`config.mk`:
```
export PLATFORM = sky130hd
export DESIGN_NAME = ipv4_dotted_quad_validator_core_flat
export DESIGN_NICKNAME = d
export VERILOG_FILES = /design/src/hdl/ipv4v_pkg.sv /design/src/hdl/ipv4v_if.sv /design/src/hdl/ipv4v_step.sv /design/src/hdl/ipv4_dotted_quad_validator_core.sv /design/src/flat_wrapper.sv
export SDC_FILE = /design/constraint.sdc
export NUM_CORES = 1
export LEC_CHECK = 0
export CORE_MARGIN = 4
export CORE_UTILIZATION = 40
export DETAILED_ROUTE_END_ITERATION = 12
export DONT_BUFFER_PORTS = 1
export PLACE_DENSITY_LB_ADDON = 0.12
export SYNTH_ARGS = -nofsm -noshare
export SYNTH_HDL_FRONTEND = slang
export SYNTH_HIERARCHICAL = 1
export SYNTH_SLANG_ARGS = --single-unit
```
`constraint.sdc`:
```
create_clock -name clk -period 2.7 [get_ports clk]
set_input_delay 0.27 -clock clk [delete_from_list [all_inputs] [get_ports clk]]
set_output_delay 0.27 -clock clk [all_outputs]
set_load 0.02 [all_outputs]
```
`src/hdl/ipv4v_pkg.sv`:
```
// ----------------------------------------------------------------------------
// ipv4v_pkg
// Shared types and constants for the dotted-quad address validator.
// ----------------------------------------------------------------------------
package ipv4v_pkg;

  localparam logic [4:0] LEN_MIN   = 5'd7;
  localparam logic [4:0] LEN_MAX   = 5'd15;
  localparam logic [4:0] LEN_SAT   = 5'd16;
  localparam logic [9:0] OCTET_MAX = 10'd255;

  localparam logic [7:0] CHAR_ZERO = 8'h30;
  localparam logic [7:0] CHAR_NINE = 8'h39;
  localparam logic [7:0] CHAR_DOT  = 8'h2e;

  localparam logic [1:0] OCTET_LAST  = 2'd3;
  localparam logic [1:0] DIGITS_FULL = 2'd3;

  typedef enum logic [1:0] {
    REASON_OK     = 2'd0,
    REASON_LENGTH = 2'd1,
    REASON_FORMAT = 2'd2,
    REASON_VALUE  = 2'd3
  } reason_t;

  typedef struct packed {
    logic [4:0]  char_count;
    logic [1:0]  octet_index;
    logic [1:0]  digit_count;
    logic [9:0]  octet_value;
    logic [23:0] address_acc;
    logic        format_error;
    logic        range_error;
  } parse_state_t;

  typedef struct packed {
    logic        valid_res;
    reason_t     reason;
    logic [31:0] address;
  } verdict_t;

endpackage

```
`src/hdl/ipv4v_if.sv`:
```
// ----------------------------------------------------------------------------
// ipv4v_in_if / ipv4v_out_if
// Valid/ready channels for characters in and verdicts out.
// ----------------------------------------------------------------------------
interface ipv4v_in_if;
  logic       valid;
  logic       ready;
  logic [7:0] char_code;
  logic       last;

  modport source (output valid, output char_code, output last, input ready);
  modport sink   (input valid, input char_code, input last, output ready);
endinterface

interface ipv4v_out_if;
  logic        valid;
  logic        ready;
  logic        valid_res;
  logic [1:0]  reason;
  logic [31:0] address;

  modport source (output valid, output valid_res, output reason, output address, input ready);
  modport sink   (input valid, input valid_res, input reason, input address, output ready);
endinterface

```
`src/hdl/ipv4v_step.sv`:
```
// ----------------------------------------------------------------------------
// ipv4v_step
// One character of parsing: next parse state and, on the last character,
// the verdict.
// ----------------------------------------------------------------------------
module ipv4v_step (
  input  ipv4v_pkg::parse_state_t st,
  input  logic [7:0]              char_code,
  input  logic                    last,
  output ipv4v_pkg::parse_state_t st_nxt,
  output ipv4v_pkg::verdict_t     verdict
);

  ipv4v_pkg::parse_state_t n;
  logic                    is_digit;
  logic                    fe_end;
  logic                    re_end;
  ipv4v_pkg::reason_t      reason;

  always_comb begin
    n        = st;
    is_digit = (char_code >= ipv4v_pkg::CHAR_ZERO) && (char_code <= ipv4v_pkg::CHAR_NINE);

    if (st.char_count < ipv4v_pkg::LEN_SAT) begin
      n.char_count = st.char_count + 5'd1;
    end

    // octet counters freeze once the format is broken
    if (!st.format_error) begin
      if (is_digit) begin
        if (st.digit_count == ipv4v_pkg::DIGITS_FULL) begin
          n.format_error = 1'b1;
        end else begin
          n.octet_value = 10'(st.octet_value * 10'd10) + {6'd0, char_code[3:0]};
          n.digit_count = st.digit_count + 2'd1;
        end
      end else if (char_code == ipv4v_pkg::CHAR_DOT) begin
        if ((st.digit_count == 2'd0) || (st.octet_index == ipv4v_pkg::OCTET_LAST)) begin
          n.format_error = 1'b1;
        end else begin
          if ((st.octet_value > ipv4v_pkg::OCTET_MAX) ||
              ((st.octet_index == 2'd0) && (st.octet_value == 10'd0))) begin
            n.range_error = 1'b1;
          end
          n.address_acc = {st.address_acc[15:0], st.octet_value[7:0]};
          n.octet_index = st.octet_index + 2'd1;
          n.octet_value = 10'd0;
          n.digit_count = 2'd0;
        end
      end else begin
        n.format_error = 1'b1;
      end
    end

    // end-of-string checks on the fourth octet
    fe_end = n.format_error;
    re_end = n.range_error;
    if (!n.format_error) begin
      if ((n.digit_count == 2'd0) || (n.octet_index != ipv4v_pkg::OCTET_LAST)) begin
        fe_end = 1'b1;
      end else if (n.octet_value > ipv4v_pkg::OCTET_MAX) begin
        re_end = 1'b1;
      end
    end

    if ((n.char_count < ipv4v_pkg::LEN_MIN) || (n.char_count > ipv4v_pkg::LEN_MAX)) begin
      reason = ipv4v_pkg::REASON_LENGTH;
    end else if (fe_end) begin
      reason = ipv4v_pkg::REASON_FORMAT;
    end else if (re_end) begin
      reason = ipv4v_pkg::REASON_VALUE;
    end else begin
      reason = ipv4v_pkg::REASON_OK;
    end

    verdict.reason    = reason;
    verdict.valid_res = (reason == ipv4v_pkg::REASON_OK);
    verdict.address   = (reason == ipv4v_pkg::REASON_OK) ?
                        {n.address_acc, n.octet_value[7:0]} : 32'd0;

    st_nxt = last ? '0 : n;
  end

endmodule

```
`src/hdl/ipv4_dotted_quad_validator_core.sv`:
```
// ----------------------------------------------------------------------------
// ipv4_dotted_quad_validator_core
// Streaming check of a dotted-quad address string, one character per cycle.
//
//   channel | dir | payload                      | transaction
//   in_ch   | in  | char_code[7:0], last         | one character
//   out_ch  | out | valid_res, reason[1:0],      | one verdict per string,
//           |     | address[31:0]                | issued on the last char
//
// One character accepted per cycle unless a last character waits on a stalled
// verdict; the verdict passes input register, parse step, result register.
// Throughput is set by the single parse-state update per character.
// Synchronous active-low reset clears the parse state and all valid flags.
// A stalled verdict holds the stage behind it only when that stage has
// another last character to deliver; other characters keep flowing.
// ----------------------------------------------------------------------------
module ipv4_dotted_quad_validator_core (
  input  logic                clk,
  input  logic                rst_n,
  ipv4v_in_if.sink            in_ch,
  ipv4v_out_if.source         out_ch
);

  logic                    s1_valid_r;
  logic [7:0]              s1_char_r;
  logic                    s1_last_r;
  ipv4v_pkg::parse_state_t state_r;
  ipv4v_pkg::parse_state_t state_nxt;
  ipv4v_pkg::verdict_t     verdict;
  logic                    out_valid_r;
  ipv4v_pkg::verdict_t     out_r;
  logic                    out_free;
  logic                    advance;

  assign out_free    = !out_valid_r || out_ch.ready;
  assign advance     = s1_valid_r && (!s1_last_r || out_free);
  assign in_ch.ready = !s1_valid_r || advance;

  ipv4v_step u_step (
    .st        (state_r),
    .char_code (s1_char_r),
    .last      (s1_last_r),
    .st_nxt    (state_nxt),
    .verdict   (verdict)
  );

  always_ff @(posedge clk) begin
    if (!rst_n) begin
      s1_valid_r  <= 1'b0;
      out_valid_r <= 1'b0;
      state_r     <= '0;
    end else begin
      if (in_ch.ready) begin
        s1_valid_r <= in_ch.valid;
      end
      if (advance) begin
        state_r <= state_nxt;
      end
      if (advance && s1_last_r) begin
        out_valid_r <= 1'b1;
      end else if (out_ch.ready) begin
        out_valid_r <= 1'b0;
      end
    end
  end

  // payload registers
  always_ff @(posedge clk) begin
    if (in_ch.ready && in_ch.valid) begin
      s1_char_r <= in_ch.char_code;
      s1_last_r <= in_ch.last;
    end
    if (advance && s1_last_r) begin
      out_r <= verdict;
    end
  end

  assign out_ch.valid     = out_valid_r;
  assign out_ch.valid_res = out_r.valid_res;
  assign out_ch.reason    = out_r.reason;
  assign out_ch.address   = out_r.address;

endmodule
```
`src/flat_wrapper.sv`:
```
// flat-port wrapper written by rule: the top's interface ports become plain ports
module ipv4_dotted_quad_validator_core_flat 
  (clk, rst_n, in_ch_valid, in_ch_char_code, in_ch_last, in_ch_ready, out_ch_valid, out_ch_valid_res, out_ch_reason, out_ch_address, out_ch_ready);
  ipv4v_in_if in_ch_i ();
  ipv4v_out_if out_ch_i ();
  input  logic clk;
  input  logic rst_n;
  input wire logic [$bits(in_ch_i.valid)-1:0] in_ch_valid;
  input wire logic [$bits(in_ch_i.char_code)-1:0] in_ch_char_code;
  input wire logic [$bits(in_ch_i.last)-1:0] in_ch_last;
  output wire logic [$bits(in_ch_i.ready)-1:0] in_ch_ready;
  output wire logic [$bits(out_ch_i.valid)-1:0] out_ch_valid;
  output wire logic [$bits(out_ch_i.valid_res)-1:0] out_ch_valid_res;
  output wire logic [$bits(out_ch_i.reason)-1:0] out_ch_reason;
  output wire logic [$bits(out_ch_i.address)-1:0] out_ch_address;
  input wire logic [$bits(out_ch_i.ready)-1:0] out_ch_ready;
  assign in_ch_i.valid = in_ch_valid;
  assign in_ch_i.char_code = in_ch_char_code;
  assign in_ch_i.last = in_ch_last;
  assign in_ch_ready = in_ch_i.ready;
  assign out_ch_valid = out_ch_i.valid;
  assign out_ch_valid_res = out_ch_i.valid_res;
  assign out_ch_reason = out_ch_i.reason;
  assign out_ch_address = out_ch_i.address;
  assign out_ch_i.ready = out_ch_ready;
  ipv4_dotted_quad_validator_core u_core (.clk(clk), .rst_n(rst_n), .in_ch(in_ch_i), .out_ch(out_ch_i));
endmodule
```
==> flow_metrics.py <==
metrics = {
    "synth": {
        "synthesis.nets": 528,
        "synth_area_per_cell_um2": 10.4,
        "synth-main-ff-cell": "dfxtp_1",
        "synthCells": 496,
        "postSynthRegisterBits": 91,
        "synth_enable_flop_cells": 44,
        "synth_area_um2": 5180,
        "synth-warning-count": 6,
        "synth-async-reset-ratio": 0,
        "seq_area_frac_synth": 0.437,
        "synth_cell_types": 57,
    },
    "placed_design": {
        "hpwl_mm": 7.65,
        "numPortBuffers": 0,
        "pre_cts_slack_ns": -0.415,
        "gp_routability_congestion": 0.828,
    },
    "timing": {
        "fin_worst_skew_ns": 0.00857,
        "setup_viol": 36,
        "setup_slack_ns": -0.199,
        "max-slew-margin-rel": 0.456,
        "layout_worst_path_cycle_share": 1.07,
        "grt_setup_unrepaired": "yes",
        "final.setup.tns_ns": -5.79,
        "finalHoldViolCount": 0,
        "timing_max_transition_violations_final": 0,
        "worst_pin_slew_ns": 0.816,
        "fin_crit_ns": 2.90,
        "clock.fmax_mhz": 345,
    },
    "cts": {
        "cts_max_level": 3,
        "cts.root.buffer_cell": "clkbuf_16",
        "clk_path_buf_depth": 2,
        "clk_pin_slew_worst_paths_ns": 0.07,
        "clock_insertion_delay_worst_skew_ns": 0.35,
        "tritoncts": "built",
        "cts_made_buffers": 9,
        "numClockSinks": 91,
    },
    "floorplan": {
        "io_pins": 50,
        "core-area_um2": 12700,
        "core.rowCount": 41,
        "die_area_um2": 14800,
        "die-height_um": 122,
        "start_util": 0.409,
        "die_x_um": 122,
    },
    "critical_path": {
        "reg2reg_from": "u_core/state_r[29]$_SDFFE_PN0P_",
        "critPathLaunch": "u_core/state_r[29]$_SDFFE_PN0P_",
        "ff2ff_path_depth": 10,
        "timing.critical_path.to_type": "flop",
        "path_max_fanout": 23,
        "timing.critical_path.required_ns": 2.78,
        "critPathLaunchType": "flop",
        "category_of_the_most_critical_setup_path": "reg2reg",
        "worstPathArrival_ns": 2.98,
    },
    "final_layout": {
        "mostFrequentLayoutCells": "nand2_1, mux2i_1, nor2_1",
        "area.growth.synth_to_final_pct": 17.4,
        "total_inserted_antenna_cells": 0,
        "final_net_count": 546,
        "utilization": 0.480,
        "drive_above_1_share": 0.222,
        "final_common_cell": "nand2_1",
    },
    "power_and_ir_drop": {
        "p_int_mw": 2.22,
        "power_density_of_the_placed_cells_nw_per_um2": 469,
        "seqPwrFrac": 0.516,
        "cellLeakagePower_nw": 2.06,
        "combPwrFrac": 0.035,
        "max-vdd-ir-drop_mv": 0.340,
        "switching_fraction_of_total_power": 0.222,
        "clock_power_share": 0.449,
        "power.switching_uw": 634,
    },
    "detailed_routing": {
        "avgRoutedWirePerCell_um": 16.9,
        "drtPass1Iterations": 4,
        "num_vias": 3560,
        "viasPerCell": 5.15,
        "drt_iter0_drc": 160,
        "drcViolationCount": 0,
        "antenna_violating_nets_post_route": 0,
        "totalWireLength_mm": 11.7,
    },
    "grt": {
        "first_global_vias": 3435,
        "global_route.overflow_total": 0,
        "antenna_violations_before_repair": 0,
        "gr_util_all_layers": 0.163,
        "maximum_number_of_pins_on_one_net_before_global_route_repair": 93,
        "grt_pass1_wl_mm": 18.6,
    },
    "outcome": {
        "status": "complete, but fails checks",
        "failed_checks": "negative setup slack",
    },
    "worst_hold_path": {
        "min_from": "in_ch_last",
        "min-delay-path-class": "in2reg",
        "holdPathStages": 0,
    },
    "flow_run": {
        "timing.max_cap.violations": 0,
    },
}
-- layer usage --
layer,up-vias,share of wire,GRT usage
li1,1791,-,-
met5,-,0,0
met1,1692,0.47,0.219
met3,14,0.034,0.0292
met2,63,0.48,0.263
met4,0,0.015,0.0623
-- per-stage QoR --
stage | area [um^2] | power, mW | cells | hold slack [ns]
finish | 6090 | 2.85 | 691 | 0.0151
global route | 6090 | 2.97 | 691 | 0.00173
CTS | 6000 | 2.90 | 687 | 0.00214
detailed placement | 5460 | 1.60 | 663 | 0.369
global placement | 5460 | 1.60 | 663 | 0.369
floorplan | 5230 | 1.60 | 496 | 0.369
-- cell usage after synthesis (all sizes together), types with 4 or more instances --
| cell | number | share of area |
|---|---|---|
| a21oi | 7 | 0.0075 |
| mux2i | 70 | 0.14 |
| inv | 12 | 0.0087 |
| nor3 | 4 | 0.0060 |
| o21ai | 6 | 0.0065 |
| nor4 | 33 | 0.074 |
| xnor2 | 6 | 0.010 |
| clkbuf | 15 | 0.011 |
| buf | 21 | 0.044 |
| xor2 | 8 | 0.015 |
| nor2b | 5 | 0.0075 |
| dfxtp | 47 | 0.18 |
| a22oi | 9 | 0.013 |
| and2 | 5 | 0.0060 |
| nor2 | 49 | 0.036 |
| ha | 17 | 0.041 |
| edfxtp | 44 | 0.25 |
| nand2 | 101 | 0.073 |
-- cell families (layout without fill, tap and decap cells) --
kind of cell    count (synthesis)  in the layout  synth area share
simple gates                  212            212             0.225
flops                          91             91             0.437
mux                            70             70             0.135
buf+inv                        48             71            0.0635
compound gates                 41             41            0.0608
fa+ha+maj                      19             19            0.0488
xor+xnor                       15             15            0.0299
-- registers in the layout, summed over array words and instances, names as in the netlist --
signal	cells
u_core/out_ch.valid_res	1
u_core/s1_last_r	1
u_core/out_ch.valid	1
u_core/state_r	45
u_core/s1_char_r	8
u_core/out_ch.reason	2
u_core/out_ch.address	32
u_core/s1_valid_r	1
-- power groups by stage --
stage                     Clock [mW]  Sequential [mW]  Combinational, mW
final                           1.28             1.47             0.0993
after global routing            1.39             1.47              0.108
after detailed placement           0             1.50             0.0963
after floorplan                    0             1.50              0.104
after CTS                       1.33             1.47             0.0969
after global placement             0             1.50             0.0949
-- final timing paths --
kind | to | slack, ns
max reg2reg | u_core/out_ch.address[1]$_DFFE_PP_ | -0.20
min reg2reg | u_core/state_r[25]$_SDFFE_PN0P_ | 0.46
min | u_core/s1_last_r$_DFFE_PP_ | 0.02
max | u_core/out_ch.address[1]$_DFFE_PP_ | -0.20
-- layout make-up --
| type | instances | area [um^2] |
|---|---|---|
| clock buffers | 9 | 225 |
| clock inverters | 7 | 75.1 |
| fillers | 1200 | 6590 |
| inverters | 12 | 45.0 |
| multi-input cells | 357 | 2760 |
| flip-flops and latches | 91 | 2270 |
| well taps | 172 | 215 |
| repair buffers | 43 | 492 |
-- critical path, cell delays in order, from the launching register on --
cell	delay, ns
dfxtp_4	0.36
ha_4	0.24
ha_4	0.16
inv_2	0.05
fa_2	0.45
nand4b_1	0.27
a2111oi_4	0.36
xor2_1	0.24
nand2b_4	0.21
buf_12	0.20
nor4_4	0.07
-- timing repair --
action,CTS,global route
pin swaps,6,2
buffers inserted,5,1
endpoints found under the setup margin,37,37
gates cloned,3,0
endpoints found under the hold margin,0,4
hold buffers,0,4
resized for setup,19,7
No activity file was read; power rests on OpenSTA's default activity.
